**src/bcr_pkg.sv**
```systemverilog
// Shared types and constants of the bisection cubic root block.
// Used by the channel interfaces, the controller, the datapath and the top level.
package bcr_pkg;

   localparam int VALUE_WIDTH_DEF = 32;
   localparam int FRAC_BITS_DEF   = 24;

   localparam int EPS_W      = 31;
   localparam int ITER_W     = 6;
   localparam int STATUS_W   = 2;
   localparam int LIMB_W     = 32;
   localparam int CSR_IDX_W  = 1;
   localparam int CSR_DATA_W = 32;

   localparam logic [EPS_W-1:0]     EPS_RESET   = 31'd168;
   localparam logic [ITER_W-1:0]    MAXIT_RESET = 6'd40;
   localparam logic [CSR_IDX_W-1:0] CSR_EPSILON = 1'd0;
   localparam logic [CSR_IDX_W-1:0] CSR_MAX_ITER = 1'd1;

   typedef enum logic [STATUS_W-1:0] {
      ST_CONVERGED  = 2'd0,
      ST_EXACT_ZERO = 2'd1,
      ST_NO_SIGN    = 2'd2,
      ST_LIMIT      = 2'd3
   } status_type;

   // which point the polynomial unit evaluates
   typedef enum logic [1:0] {
      SEL_LO  = 2'd0,
      SEL_HI  = 2'd1,
      SEL_MID = 2'd2
   } sel_type;

   typedef enum logic [3:0] {
      OP_NONE     = 4'd0,
      OP_LOAD     = 4'd1,
      OP_LOAD_X   = 4'd2,
      OP_MAG      = 4'd3,
      OP_FIX      = 4'd4,
      OP_ADD_SQ   = 4'd5,
      OP_ADD_CUBE = 4'd6,
      OP_SAVE_A   = 4'd7,
      OP_MID      = 4'd8,
      OP_UPDATE   = 4'd9,
      OP_OUT      = 4'd10
   } op_type;

   typedef struct packed {
      op_type     op;
      sel_type    sel;
      status_type code;
   } cmd_type;

   typedef struct packed {
      logic mul_done;
      logic v_zero;
      logic no_sign;
      logic converged;
      logic at_limit;
      logic out_free;
   } dp_stat_type;

endpackage

```
**src/bcr_if.sv**
```systemverilog
// Valid/ready channel interfaces: request, response and register write port.
// Depends on bcr_pkg for field widths.
interface bcr_req_if #(parameter int VALUE_WIDTH = bcr_pkg::VALUE_WIDTH_DEF) ();
   logic                          valid;
   logic                          ready;
   logic signed [VALUE_WIDTH-1:0] left_end;
   logic signed [VALUE_WIDTH-1:0] right_end;
   modport source (output valid, output left_end, output right_end, input ready);
   modport sink   (input valid, input left_end, input right_end, output ready);
endinterface

interface bcr_rsp_if #(parameter int VALUE_WIDTH = bcr_pkg::VALUE_WIDTH_DEF) ();
   logic                              valid;
   logic                              ready;
   logic signed [VALUE_WIDTH-1:0]     root;
   logic [VALUE_WIDTH-1:0]            final_width;
   logic [bcr_pkg::ITER_W-1:0]        iterations;
   logic [bcr_pkg::STATUS_W-1:0]      status;
   modport source (output valid, output root, output final_width, output iterations,
                   output status, input ready);
   modport sink   (input valid, input root, input final_width, input iterations,
                   input status, output ready);
endinterface

interface bcr_csr_if ();
   logic                           valid;
   logic                           ready;
   logic [bcr_pkg::CSR_IDX_W-1:0]  index;
   logic [bcr_pkg::CSR_DATA_W-1:0] data;
   modport source (output valid, output index, output data, input ready);
   modport sink   (input valid, input index, input data, output ready);
endinterface

```
**src/bcr_ctrl.sv**
```systemverilog
// Sequencer of the bisection search: issues datapath commands, reads status.
// Depends on bcr_pkg (command and status structs).
module bcr_ctrl (
   input  logic                 clock,
   input  logic                 reset,
   input  logic                 req_valid,
   output logic                 req_ready,
   input  bcr_pkg::dp_stat_type stat,
   output bcr_pkg::cmd_type     cmd
);

   typedef enum logic [12:0] {
      S_IDLE   = 13'b0000000000001,
      S_LOAD_X = 13'b0000000000010,
      S_MAG1   = 13'b0000000000100,
      S_MUL1   = 13'b0000000001000,
      S_FIX1   = 13'b0000000010000,
      S_ADD1   = 13'b0000000100000,
      S_MAG2   = 13'b0000001000000,
      S_MUL2   = 13'b0000010000000,
      S_FIX2   = 13'b0000100000000,
      S_ADD2   = 13'b0001000000000,
      S_DECIDE = 13'b0010000000000,
      S_MID    = 13'b0100000000000,
      S_CHECK  = 13'b1000000000000
   } state_type;

   state_type        state_ff, state_in;
   bcr_pkg::sel_type tgt_ff, tgt_in;

   assign req_ready = (state_ff == S_IDLE);

   always_comb begin
      state_in = state_ff;
      tgt_in   = tgt_ff;
      cmd.op   = bcr_pkg::OP_NONE;
      cmd.sel  = tgt_ff;
      cmd.code = bcr_pkg::ST_CONVERGED;
      case (state_ff)
         S_IDLE: begin
            if (req_valid) begin
               cmd.op   = bcr_pkg::OP_LOAD;
               tgt_in   = bcr_pkg::SEL_LO;
               state_in = S_LOAD_X;
            end
         end
         S_LOAD_X: begin
            cmd.op   = bcr_pkg::OP_LOAD_X;
            state_in = S_MAG1;
         end
         S_MAG1: begin
            cmd.op   = bcr_pkg::OP_MAG;
            state_in = S_MUL1;
         end
         S_MUL1: begin
            if (stat.mul_done) state_in = S_FIX1;
         end
         S_FIX1: begin
            cmd.op   = bcr_pkg::OP_FIX;
            state_in = S_ADD1;
         end
         S_ADD1: begin
            cmd.op   = bcr_pkg::OP_ADD_SQ;
            state_in = S_MAG2;
         end
         S_MAG2: begin
            cmd.op   = bcr_pkg::OP_MAG;
            state_in = S_MUL2;
         end
         S_MUL2: begin
            if (stat.mul_done) state_in = S_FIX2;
         end
         S_FIX2: begin
            cmd.op   = bcr_pkg::OP_FIX;
            state_in = S_ADD2;
         end
         S_ADD2: begin
            cmd.op   = bcr_pkg::OP_ADD_CUBE;
            state_in = S_DECIDE;
         end
         S_DECIDE: begin
            case (tgt_ff)
               bcr_pkg::SEL_LO: begin
                  cmd.op   = bcr_pkg::OP_SAVE_A;
                  tgt_in   = bcr_pkg::SEL_HI;
                  state_in = S_LOAD_X;
               end
               bcr_pkg::SEL_HI: begin
                  if (!stat.no_sign) begin
                     state_in = S_MID;
                  end else if (stat.out_free) begin
                     cmd.op   = bcr_pkg::OP_OUT;
                     cmd.code = bcr_pkg::ST_NO_SIGN;
                     state_in = S_IDLE;
                  end
               end
               default: begin
                  if (!stat.v_zero) begin
                     cmd.op   = bcr_pkg::OP_UPDATE;
                     state_in = S_CHECK;
                  end else if (stat.out_free) begin
                     cmd.op   = bcr_pkg::OP_OUT;
                     cmd.code = bcr_pkg::ST_EXACT_ZERO;
                     state_in = S_IDLE;
                  end
               end
            endcase
         end
         S_MID: begin
            cmd.op   = bcr_pkg::OP_MID;
            tgt_in   = bcr_pkg::SEL_MID;
            state_in = S_LOAD_X;
         end
         S_CHECK: begin
            if (stat.converged || stat.at_limit) begin
               if (stat.out_free) begin
                  cmd.op   = bcr_pkg::OP_OUT;
                  cmd.code = stat.converged ? bcr_pkg::ST_CONVERGED : bcr_pkg::ST_LIMIT;
                  state_in = S_IDLE;
               end
            end else begin
               state_in = S_MID;
            end
         end
         default: begin
            state_in = S_IDLE;
         end
      endcase
   end

   always_ff @(posedge clock) begin
      if (reset) begin
         state_ff <= S_IDLE;
         tgt_ff   <= bcr_pkg::SEL_LO;
      end else begin
         state_ff <= state_in;
         tgt_ff   <= tgt_in;
      end
   end

endmodule

```
**src/bcr_dp.sv**
```systemverilog
// Datapath: interval registers, limb-serial polynomial unit, config and result registers.
// Depends on bcr_pkg; driven by bcr_ctrl commands.
module bcr_dp #(
   parameter int VALUE_WIDTH = bcr_pkg::VALUE_WIDTH_DEF,
   parameter int FRAC_BITS   = bcr_pkg::FRAC_BITS_DEF
) (
   input  logic                              clock,
   input  logic                              reset,
   input  bcr_pkg::cmd_type                  cmd,
   output bcr_pkg::dp_stat_type              stat,
   input  logic signed [VALUE_WIDTH-1:0]     left_end,
   input  logic signed [VALUE_WIDTH-1:0]     right_end,
   input  logic                              csr_write,
   input  logic [bcr_pkg::CSR_IDX_W-1:0]     csr_index,
   input  logic [bcr_pkg::CSR_DATA_W-1:0]    csr_data,
   output logic                              rsp_valid,
   input  logic                              rsp_ready,
   output logic signed [VALUE_WIDTH-1:0]     rsp_root,
   output logic [VALUE_WIDTH-1:0]            rsp_final_width,
   output logic [bcr_pkg::ITER_W-1:0]        rsp_iterations,
   output logic [bcr_pkg::STATUS_W-1:0]      rsp_status
);

   localparam int VW    = VALUE_WIDTH;
   localparam int FB    = FRAC_BITS;
   localparam int LW    = bcr_pkg::LIMB_W;
   localparam int IW    = bcr_pkg::ITER_W;
   localparam int EW    = bcr_pkg::EPS_W;
   // exact widths of X-4S, (X-4S)X+S^2 and the full cubic
   localparam int T1W   = ((VW > FB + 3) ? VW : FB + 3) + 1;
   localparam int W2    = ((T1W + VW > 2 * FB + 1) ? T1W + VW : 2 * FB + 1) + 1;
   localparam int W3    = ((W2 + VW > 3 * FB + 1) ? W2 + VW : 3 * FB + 1) + 1;
   localparam int ACC_W = W3 + 1;
   localparam int NA    = (W2 + LW - 1) / LW;
   localparam int NB    = (VW + LW - 1) / LW;
   localparam int IA_W  = (NA > 1) ? $clog2(NA) : 1;
   localparam int IB_W  = (NB > 1) ? $clog2(NB) : 1;
   localparam int SH_W  = $clog2(NA + NB);
   localparam int DW    = (VW > EW) ? VW : EW;

   localparam logic [ACC_W-1:0] ONE_ACC = {{(ACC_W-1){1'b0}}, 1'b1};
   localparam logic [ACC_W-1:0] FOUR_S  = ONE_ACC << (FB + 2);
   localparam logic [ACC_W-1:0] S_SQ    = ONE_ACC << (2 * FB);
   localparam logic [ACC_W-1:0] S_CUBE  = ONE_ACC << (3 * FB);
   localparam logic [IA_W-1:0]  IA_LAST = IA_W'(NA - 1);
   localparam logic [IB_W-1:0]  IB_LAST = IB_W'(NB - 1);

   // interval and search state
   logic [VW-1:0]    lo_ff, hi_ff, mid_ff;
   logic [IW-1:0]    iter_ff;
   logic             sa_neg_ff, sa_zero_ff;
   logic [EW-1:0]    eps_ff;
   logic [IW-1:0]    maxit_ff;
   // polynomial unit
   logic [ACC_W-1:0] v_ff;
   logic             xneg_ff, neg_ff;
   logic [VW-1:0]    xmag_ff;
   logic [NA*LW-1:0] a_ff;
   logic [NB*LW-1:0] b_ff;
   logic [ACC_W-1:0] acc_ff;
   logic [IA_W-1:0]  ia_ff;
   logic [IB_W-1:0]  ib_ff;
   logic             busy_ff, pv_ff;
   logic [2*LW-1:0]  prod_ff, prod_in;
   logic [SH_W-1:0]  sh_ff;
   // result register
   logic             rsp_valid_ff;
   logic [VW-1:0]    root_ff, width_ff;
   logic [IW-1:0]    riter_ff;
   logic [bcr_pkg::STATUS_W-1:0] rstat_ff;

   logic [VW-1:0]    x_sel, xmag_in;
   logic [ACC_W-1:0] v_load_in, v_mag, fix_in;
   logic [VW:0]      mid_sum, diff, diff_abs;
   logic [VW-1:0]    width_cur;
   logic [IW-1:0]    limit_eff;
   logic             v_zero, v_neg;
   logic [LW-1:0]    a_limb, b_limb;

   always_comb begin
      case (cmd.sel)
         bcr_pkg::SEL_LO:  x_sel = lo_ff;
         bcr_pkg::SEL_HI:  x_sel = hi_ff;
         default:          x_sel = mid_ff;
      endcase
   end

   assign xmag_in   = x_sel[VW-1] ? (~x_sel + 1'b1) : x_sel;
   assign v_load_in = {{(ACC_W-VW){x_sel[VW-1]}}, x_sel} - FOUR_S;
   assign v_mag     = v_ff[ACC_W-1] ? (~v_ff + 1'b1) : v_ff;
   assign fix_in    = neg_ff ? (~acc_ff + 1'b1) : acc_ff;
   assign v_zero    = (v_ff == '0);
   assign v_neg     = v_ff[ACC_W-1];

   assign a_limb  = a_ff[ia_ff*LW +: LW];
   assign b_limb  = b_ff[ib_ff*LW +: LW];
   assign prod_in = a_limb * b_limb;

   // floor of the half sum is the upper bits of the widened sum
   assign mid_sum   = {lo_ff[VW-1], lo_ff} + {hi_ff[VW-1], hi_ff};
   assign diff      = {lo_ff[VW-1], lo_ff} - {hi_ff[VW-1], hi_ff};
   assign diff_abs  = diff[VW] ? (~diff + 1'b1) : diff;
   assign width_cur = diff_abs[VW-1:0];
   assign limit_eff = (maxit_ff == '0) ? IW'(1) : maxit_ff;

   assign stat.mul_done  = !busy_ff && !pv_ff;
   assign stat.v_zero    = v_zero;
   assign stat.no_sign   = sa_zero_ff || v_zero || (sa_neg_ff == v_neg);
   assign stat.converged = (DW'(width_cur) <= DW'(eps_ff));
   assign stat.at_limit  = (iter_ff >= limit_eff);
   assign stat.out_free  = !rsp_valid_ff || rsp_ready;

   // config registers
   always_ff @(posedge clock) begin
      if (reset) begin
         eps_ff   <= bcr_pkg::EPS_RESET;
         maxit_ff <= bcr_pkg::MAXIT_RESET;
      end else if (csr_write) begin
         case (csr_index)
            bcr_pkg::CSR_EPSILON:  eps_ff   <= csr_data[EW-1:0];
            bcr_pkg::CSR_MAX_ITER: maxit_ff <= csr_data[IW-1:0];
            default: ;
         endcase
      end
   end

   // interval and polynomial registers
   always_ff @(posedge clock) begin
      case (cmd.op)
         bcr_pkg::OP_LOAD: begin
            lo_ff   <= left_end;
            hi_ff   <= right_end;
            iter_ff <= '0;
         end
         bcr_pkg::OP_LOAD_X: begin
            v_ff    <= v_load_in;
            xneg_ff <= x_sel[VW-1];
            xmag_ff <= xmag_in;
         end
         bcr_pkg::OP_MAG: begin
            a_ff   <= (NA*LW)'(v_mag);
            b_ff   <= (NB*LW)'(xmag_ff);
            neg_ff <= v_neg ^ xneg_ff;
         end
         bcr_pkg::OP_FIX:      v_ff <= fix_in;
         bcr_pkg::OP_ADD_SQ:   v_ff <= v_ff + S_SQ;
         bcr_pkg::OP_ADD_CUBE: v_ff <= v_ff + S_CUBE;
         bcr_pkg::OP_SAVE_A: begin
            sa_neg_ff  <= v_neg;
            sa_zero_ff <= v_zero;
         end
         bcr_pkg::OP_MID: begin
            mid_ff  <= mid_sum[VW:1];
            iter_ff <= iter_ff + 1'b1;
         end
         bcr_pkg::OP_UPDATE: begin
            if (v_neg != sa_neg_ff) hi_ff <= mid_ff;
            else                    lo_ff <= mid_ff;
         end
         default: ;
      endcase
   end

   // limb-serial multiplier: one LWxLW product a cycle, registered and accumulated in the next cycle
   always_ff @(posedge clock) begin
      if (reset) begin
         busy_ff <= 1'b0;
         pv_ff   <= 1'b0;
      end else if (cmd.op == bcr_pkg::OP_MAG) begin
         busy_ff <= 1'b1;
         pv_ff   <= 1'b0;
      end else begin
         pv_ff <= busy_ff;
         if (busy_ff && ib_ff == IB_LAST && ia_ff == IA_LAST) busy_ff <= 1'b0;
      end
   end

   always_ff @(posedge clock) begin
      if (cmd.op == bcr_pkg::OP_MAG) begin
         ia_ff  <= '0;
         ib_ff  <= '0;
         acc_ff <= '0;
      end else begin
         if (busy_ff) begin
            prod_ff <= prod_in;
            sh_ff   <= SH_W'(ia_ff) + SH_W'(ib_ff);
            if (ib_ff == IB_LAST) begin
               ib_ff <= '0;
               ia_ff <= ia_ff + 1'b1;
            end else begin
               ib_ff <= ib_ff + 1'b1;
            end
         end
         if (pv_ff) acc_ff <= acc_ff + (ACC_W'(prod_ff) << (sh_ff * LW));
      end
   end

   // result register
   always_ff @(posedge clock) begin
      if (reset) begin
         rsp_valid_ff <= 1'b0;
      end else if (cmd.op == bcr_pkg::OP_OUT) begin
         rsp_valid_ff <= 1'b1;
      end else if (rsp_ready) begin
         rsp_valid_ff <= 1'b0;
      end
   end

   always_ff @(posedge clock) begin
      if (cmd.op == bcr_pkg::OP_OUT) begin
         rstat_ff <= cmd.code;
         if (cmd.code == bcr_pkg::ST_NO_SIGN) begin
            root_ff  <= '0;
            width_ff <= '0;
            riter_ff <= '0;
         end else begin
            root_ff  <= mid_ff;
            width_ff <= width_cur;
            riter_ff <= iter_ff;
         end
      end
   end

   assign rsp_valid       = rsp_valid_ff;
   assign rsp_root        = root_ff;
   assign rsp_final_width = width_ff;
   assign rsp_iterations  = riter_ff;
   assign rsp_status      = rstat_ff;

   a_no_sign_zero: assert property (@(posedge clock) disable iff (reset)
      rsp_valid_ff && rstat_ff == bcr_pkg::ST_NO_SIGN
      |-> root_ff == '0 && width_ff == '0 && riter_ff == '0)
      else $error("no-sign result carries nonzero fields");

   a_conv_width: assert property (@(posedge clock) disable iff (reset)
      rsp_valid_ff && rstat_ff == bcr_pkg::ST_CONVERGED
      |-> DW'(width_ff) <= DW'(eps_ff))
      else $error("converged result wider than epsilon");

   a_limit_count: assert property (@(posedge clock) disable iff (reset)
      rsp_valid_ff && rstat_ff == bcr_pkg::ST_LIMIT |-> riter_ff == limit_eff)
      else $error("limit result with wrong iteration count");

   a_acc_after_issue: assert property (@(posedge clock) disable iff (reset)
      pv_ff |-> $past(busy_ff))
      else $error("product accumulated without an issue");

endmodule

```
**src/bisection_cubic_root_top.sv**
```systemverilog
// Top level of the bisection root finder for p(x) = x^3 - 4x^2 + x + 1.
// Depends on bcr_pkg, bcr_if (channels), bcr_ctrl and bcr_dp.
//
// Each request transaction carries two signed fixed-point interval ends. The
// block checks for a sign change of p between them and, if there is one, halves
// the interval until its width is at most epsilon, p hits zero at a midpoint,
// or max_iterations halvings are done; one response transaction follows each
// request. One item is in flight at a time. p is evaluated exactly and only its
// sign is used; each evaluation runs through a limb-serial 32x32 multiplier,
// NA*NB products per multiply (NA = limbs of the wide partial result, NB = limbs
// of x; 3 and 1 at the default Q8.24 widths). A finished response waits in an
// output register; the next request is taken as soon as the result is written
// there. Register writes (csr index 0: epsilon, 1: max_iterations) are always
// ready and are to be made only while no request is in progress.
module bisection_cubic_root_top #(
   parameter int VALUE_WIDTH = bcr_pkg::VALUE_WIDTH_DEF,
   parameter int FRAC_BITS   = bcr_pkg::FRAC_BITS_DEF
) (
   input  logic      clock,
   input  logic      reset,
   bcr_req_if.sink   req_ch,
   bcr_rsp_if.source rsp_ch,
   bcr_csr_if.sink   csr_ch
);

   bcr_pkg::cmd_type     cmd;
   bcr_pkg::dp_stat_type stat;

   // register port never stalls
   assign csr_ch.ready = 1'b1;

   bcr_ctrl u_ctrl (
      .clock     (clock),
      .reset     (reset),
      .req_valid (req_ch.valid),
      .req_ready (req_ch.ready),
      .stat      (stat),
      .cmd       (cmd)
   );

   bcr_dp #(
      .VALUE_WIDTH (VALUE_WIDTH),
      .FRAC_BITS   (FRAC_BITS)
   ) u_dp (
      .clock           (clock),
      .reset           (reset),
      .cmd             (cmd),
      .stat            (stat),
      .left_end        (req_ch.left_end),
      .right_end       (req_ch.right_end),
      .csr_write       (csr_ch.valid),
      .csr_index       (csr_ch.index),
      .csr_data        (csr_ch.data),
      .rsp_valid       (rsp_ch.valid),
      .rsp_ready       (rsp_ch.ready),
      .rsp_root        (rsp_ch.root),
      .rsp_final_width (rsp_ch.final_width),
      .rsp_iterations  (rsp_ch.iterations),
      .rsp_status      (rsp_ch.status)
   );

endmodule
```
**src/flat_wrapper.sv**
```systemverilog
// flat-port wrapper written by rule: the top's interface ports become plain ports
module bisection_cubic_root_top_flat 
#(
   parameter int VALUE_WIDTH = bcr_pkg::VALUE_WIDTH_DEF,
   parameter int FRAC_BITS   = bcr_pkg::FRAC_BITS_DEF
)
  (clock, reset, req_ch_valid, req_ch_left_end, req_ch_right_end, req_ch_ready, rsp_ch_valid, rsp_ch_root, rsp_ch_final_width, rsp_ch_iterations, rsp_ch_status, rsp_ch_ready, csr_ch_valid, csr_ch_index, csr_ch_data, csr_ch_ready);
  bcr_req_if #(.VALUE_WIDTH(VALUE_WIDTH)) req_ch_i ();
  bcr_rsp_if #(.VALUE_WIDTH(VALUE_WIDTH)) rsp_ch_i ();
  bcr_csr_if csr_ch_i ();
  input  logic clock;
  input  logic reset;
  input wire logic [$bits(req_ch_i.valid)-1:0] req_ch_valid;
  input wire logic [$bits(req_ch_i.left_end)-1:0] req_ch_left_end;
  input wire logic [$bits(req_ch_i.right_end)-1:0] req_ch_right_end;
  output wire logic [$bits(req_ch_i.ready)-1:0] req_ch_ready;
  output wire logic [$bits(rsp_ch_i.valid)-1:0] rsp_ch_valid;
  output wire logic [$bits(rsp_ch_i.root)-1:0] rsp_ch_root;
  output wire logic [$bits(rsp_ch_i.final_width)-1:0] rsp_ch_final_width;
  output wire logic [$bits(rsp_ch_i.iterations)-1:0] rsp_ch_iterations;
  output wire logic [$bits(rsp_ch_i.status)-1:0] rsp_ch_status;
  input wire logic [$bits(rsp_ch_i.ready)-1:0] rsp_ch_ready;
  input wire logic [$bits(csr_ch_i.valid)-1:0] csr_ch_valid;
  input wire logic [$bits(csr_ch_i.index)-1:0] csr_ch_index;
  input wire logic [$bits(csr_ch_i.data)-1:0] csr_ch_data;
  output wire logic [$bits(csr_ch_i.ready)-1:0] csr_ch_ready;
  assign req_ch_i.valid = req_ch_valid;
  assign req_ch_i.left_end = req_ch_left_end;
  assign req_ch_i.right_end = req_ch_right_end;
  assign req_ch_ready = req_ch_i.ready;
  assign rsp_ch_valid = rsp_ch_i.valid;
  assign rsp_ch_root = rsp_ch_i.root;
  assign rsp_ch_final_width = rsp_ch_i.final_width;
  assign rsp_ch_iterations = rsp_ch_i.iterations;
  assign rsp_ch_status = rsp_ch_i.status;
  assign rsp_ch_i.ready = rsp_ch_ready;
  assign csr_ch_i.valid = csr_ch_valid;
  assign csr_ch_i.index = csr_ch_index;
  assign csr_ch_i.data = csr_ch_data;
  assign csr_ch_ready = csr_ch_i.ready;
  bisection_cubic_root_top #(.VALUE_WIDTH(VALUE_WIDTH), .FRAC_BITS(FRAC_BITS)) u_core (.clock(clock), .reset(reset), .req_ch(req_ch_i), .rsp_ch(rsp_ch_i), .csr_ch(csr_ch_i));
endmodule
```
**config.mk**
```make
export PLATFORM = sky130hd
export DESIGN_NAME = bisection_cubic_root_top_flat
export DESIGN_NICKNAME = d
export VERILOG_FILES = /design/src/bcr_pkg.sv /design/src/bcr_if.sv /design/src/bcr_ctrl.sv /design/src/bcr_dp.sv /design/src/bisection_cubic_root_top.sv /design/src/flat_wrapper.sv
export SDC_FILE = /design/constraint.sdc
export NUM_CORES = 2
export LEC_CHECK = 0
export BUFFER_PORTS_ARGS = -buffer_cell sky130_fd_sc_hd__clkbuf_2
export CAP_MARGIN = 20
export CORE_MARGIN = 3
export CORE_UTILIZATION = 43
export DETAILED_ROUTE_END_ITERATION = 10
export GPL_ROUTABILITY_DRIVEN = 1
export SLEW_MARGIN = 15
export SYNTH_ARGS = -nofsm -noshare
export SYNTH_HDL_FRONTEND = slang
export SYNTH_SLANG_ARGS = --single-unit
```
**constraint.sdc**
```tcl
create_clock -name clock -period 26.1 [get_ports clock]
set_input_delay 1.305 -clock clock [delete_from_list [all_inputs] [get_ports clock]]
set_output_delay 1.305 -clock clock [all_outputs]
set_load 0.01 [all_outputs]
```
==> out/qor.csv <==
metric,value,unit
die-area,180000,sq um
firstDrtPassIters,6,
core_area,173000,sq um
cts_sinks,661,
holdWs,0.412,ns
ys_ff_latch,661,
synth_edf_count,504,
worst-path-buf-inv,9,
grt_pass1_vias,58600,
gp_congestion,0.986,
grt_start_max_net_pins,101,
globalRouteOverflowTotal,0,
worstSkewPairLatency,0.68,ns
cts_hold_buf,0,
cts_setup_buffers,0,
busiest_layer,met2,
mappedNetlistNets,9572,
routed_wl,228,mm
met2_usage,41.2,%
clock_path_buffers,3,
holdPathEnd,u_core.u_dp.b_ff[29],
chipHeight,424,microns
yosys_warnings,0,
std_cell_rows,152,
postLayoutCoreUtil,46.9,%
crit_path_start,u_core.u_dp.ia_ff[1],
grt_use_total,25.5,%
cts_tree,yes,
drv_cap,0,
netlist_instances,8097,
hold_start,u_core.u_dp.xmag_ff[29],
synth_flop_cell,edfxtp_1,
fmax,0.0872,GHz
netlist_area,75200,sq um
root_buffer,clkbuf_16,
critical_path.max_stage_delay,0.96,ns
endpoint_kind,flip-flop,
hold_viol,0,
r2r.worst_path.cells,32,
rsz0062_at_grt,no,
htreeDepth,3,
grt_pass1_wl,356,mm
grt_util_met1,35.8,%
post-route-period-util,43.9,%
area_delta_synth_final,7.65,%
status,"finished, final reports clean",
worstMarginPinSlew,1.16,ns
r2r_start,u_core.u_dp.ia_ff[1],
crit_type,reg -> reg,
drc_errors,0,
cpMaxStageDelayCell,o41ai_1,
drive_gt1_share,6.88,%
finalNetCount,9484,
vias,57800,
relSlewSlack,22.1,%
cp_max_fo,36,
cts_inserted_buffers,76,
tns,0,ns
use_met3,3.19,%
setup_viol,0,
crit_family,adder cells,
ctsResizeCount,0,
worst_setup_path_start_kind,flip-flop,
finClkSkew,0.0298,ns
via_per_inst,5.57,
wire_per_inst,21.9,microns
cp_common_cell,fa_1,
min_path_cells,0,
drtIter0Drc,4957,
yosysSeqAreaShare,24.3,%
pin_count,177,
synth-async-reset-ratio,0,%
cts.clk_slew.worst_paths,0.06,ns
avgSynthCellArea,9.29,sq um
initial_core_util,43.6,%
r2r_end,u_core.u_dp.prod_ff[62],
ys_types,96,
hpwlAfterDp,180,mm
fp.dieW,424,microns
reg2reg_setup_slack,14.64,ns
maxSlewViolCount,0,
ant_nets,0,
worstPathArrival,11.89,ns
fin_crit,11.46,ns
cp.required,26.53,ns
port_buffers,174,
hold_path_class,reg -> reg,
antenna_found_initial,11,
## state kept, by name, summed over array words and instances (netlist names), 2 cells and up
name and count:
u_core.u_dp.acc_ff 100, u_core.u_dp.v_ff 100, u_core.u_dp.a_ff 96, u_core.u_dp.prod_ff 64
u_core.u_dp.b_ff 32, u_core.u_dp.hi_ff 32, u_core.u_dp.lo_ff 32, u_core.u_dp.mid_ff 32
u_core.u_dp.rsp_final_width 32, u_core.u_dp.rsp_root 32, u_core.u_dp.xmag_ff 32, u_core.u_dp.eps_ff 31
u_core.u_ctrl.state_ff 13, u_core.u_dp.iter_ff 6, u_core.u_dp.maxit_ff 6, u_core.u_dp.rsp_iterations 6
u_core.u_ctrl.tgt_ff 2, u_core.u_dp.ia_ff 2, u_core.u_dp.rsp_status 2, u_core.u_dp.sh_ff 2
## worst register-to-register path, delay by kind of cell, from the launching register on
family                     cells  cell delay (ns)
AOI/OAI and AO/OA              8             3.37
DFF                            1             0.31
adders and majority gates      9             4.55
buffers and inverters          9             1.66
and+or+nand+nor                5             1.21
xor gates and xnor gates       1             0.13
## area by class of cell
type	count	area (sq um)
Antenna cell	4	10.0
Clock buffer	97	2090
Clock inverter	44	583
Fill cell	16500	91700
Inverter	1103	4140
Multi-Input combinational cell	5879	51200
Sequential cell	661	18300
Tap cell	2310	2890
Timing Repair Buffer	288	1750
## worst max-delay path by stage
stage,slack [ns],cells past startpoint,end
2_1_floorplan,15.98,7,u_core.u_dp.prod_ff[0]
3_3_place_gp,14.84,32,u_core.u_dp.prod_ff[62]
3_5_place_dp,14.75,32,u_core.u_dp.prod_ff[62]
4_1_cts,14.72,32,u_core.u_dp.prod_ff[62]
5_1_grt,14.18,32,u_core.u_dp.prod_ff[62]
6_report,14.64,32,u_core.u_dp.prod_ff[62]
## per-stage QoR
stage | cell area [sq um] | setup slack (ns) | instances
after floorplan | 75200 | 15.98 | 8097
after global placement | 78200 | 14.84 | 10200
after detailed placement | 78300 | 14.75 | 10200
after CTS | 80900 | 14.72 | 10400
after global routing | 81000 | 14.18 | 10400
final | 81000 | 14.64 | 10400
## cell families after synthesis
kind of cell | share of synthesized area, %
and+or+nand+nor | 16.1
AOI/OAI and AO/OA | 11.2
adders and majority gates | 31.8
other | 0.00499
muxes | 3.10
xor gates and xnor gates | 5.67
buffers and inverters | 7.87
DFF | 24.3
## per-layer routing
layer	routed length (microns)	vias to the layer above	part of all wire, %
li1	-	26500	-
met1	98900	29100	43
met2	106000	1907	46
met3	16000	316	7.0
met4	6960	0	3.1
met5	0	-	0
## cell usage in the layout (no fill, tap or decap), types with 67 or more instances in the layout
cell type / count
clkbuf_16: 79
and2_1: 546
xnor2_1: 289
a21o_1: 106
ha_1: 474
xor2_1: 198
o31ai_1: 69
inv_1: 1102
nor2_1: 355
fa_1: 899
o21ai_0: 288
nand3_1: 100
buf_4: 111
a21oi_1: 384
nor3_1: 67
dfxtp_1: 152
mux2i_1: 156
clkbuf_2: 174
nand4_1: 67
edfxtp_1: 504
nand2_1: 1009
## Yosys cell counts (44+ instances only)
master	number	area [sq um]
inv_1	1102	4140
nand2_1	1011	3790
fa_1	899	18000
and2_1	546	3420
edfxtp_1	504	15100
ha_1	474	5930
clkbuf_1	405	1520
a21oi_1	384	1920
nor2_1	359	1350
o21ai_0	322	1610
xnor2_1	289	2530
xor2_1	198	1730
dfxtp_1	157	3140
mux2i_1	156	1560
a21o_1	107	803
nand3_1	101	505
o31ai_1	69	518
nand4_1	67	419
nor3_1	67	335
o21bai_1	59	443
nand2b_1	54	338
o221ai_1	54	473
or3_1	44	275
Power is left out: the tool's default activity adds up to more than one toggle a clock period on the data nets, which glitch-free logic cannot reach.
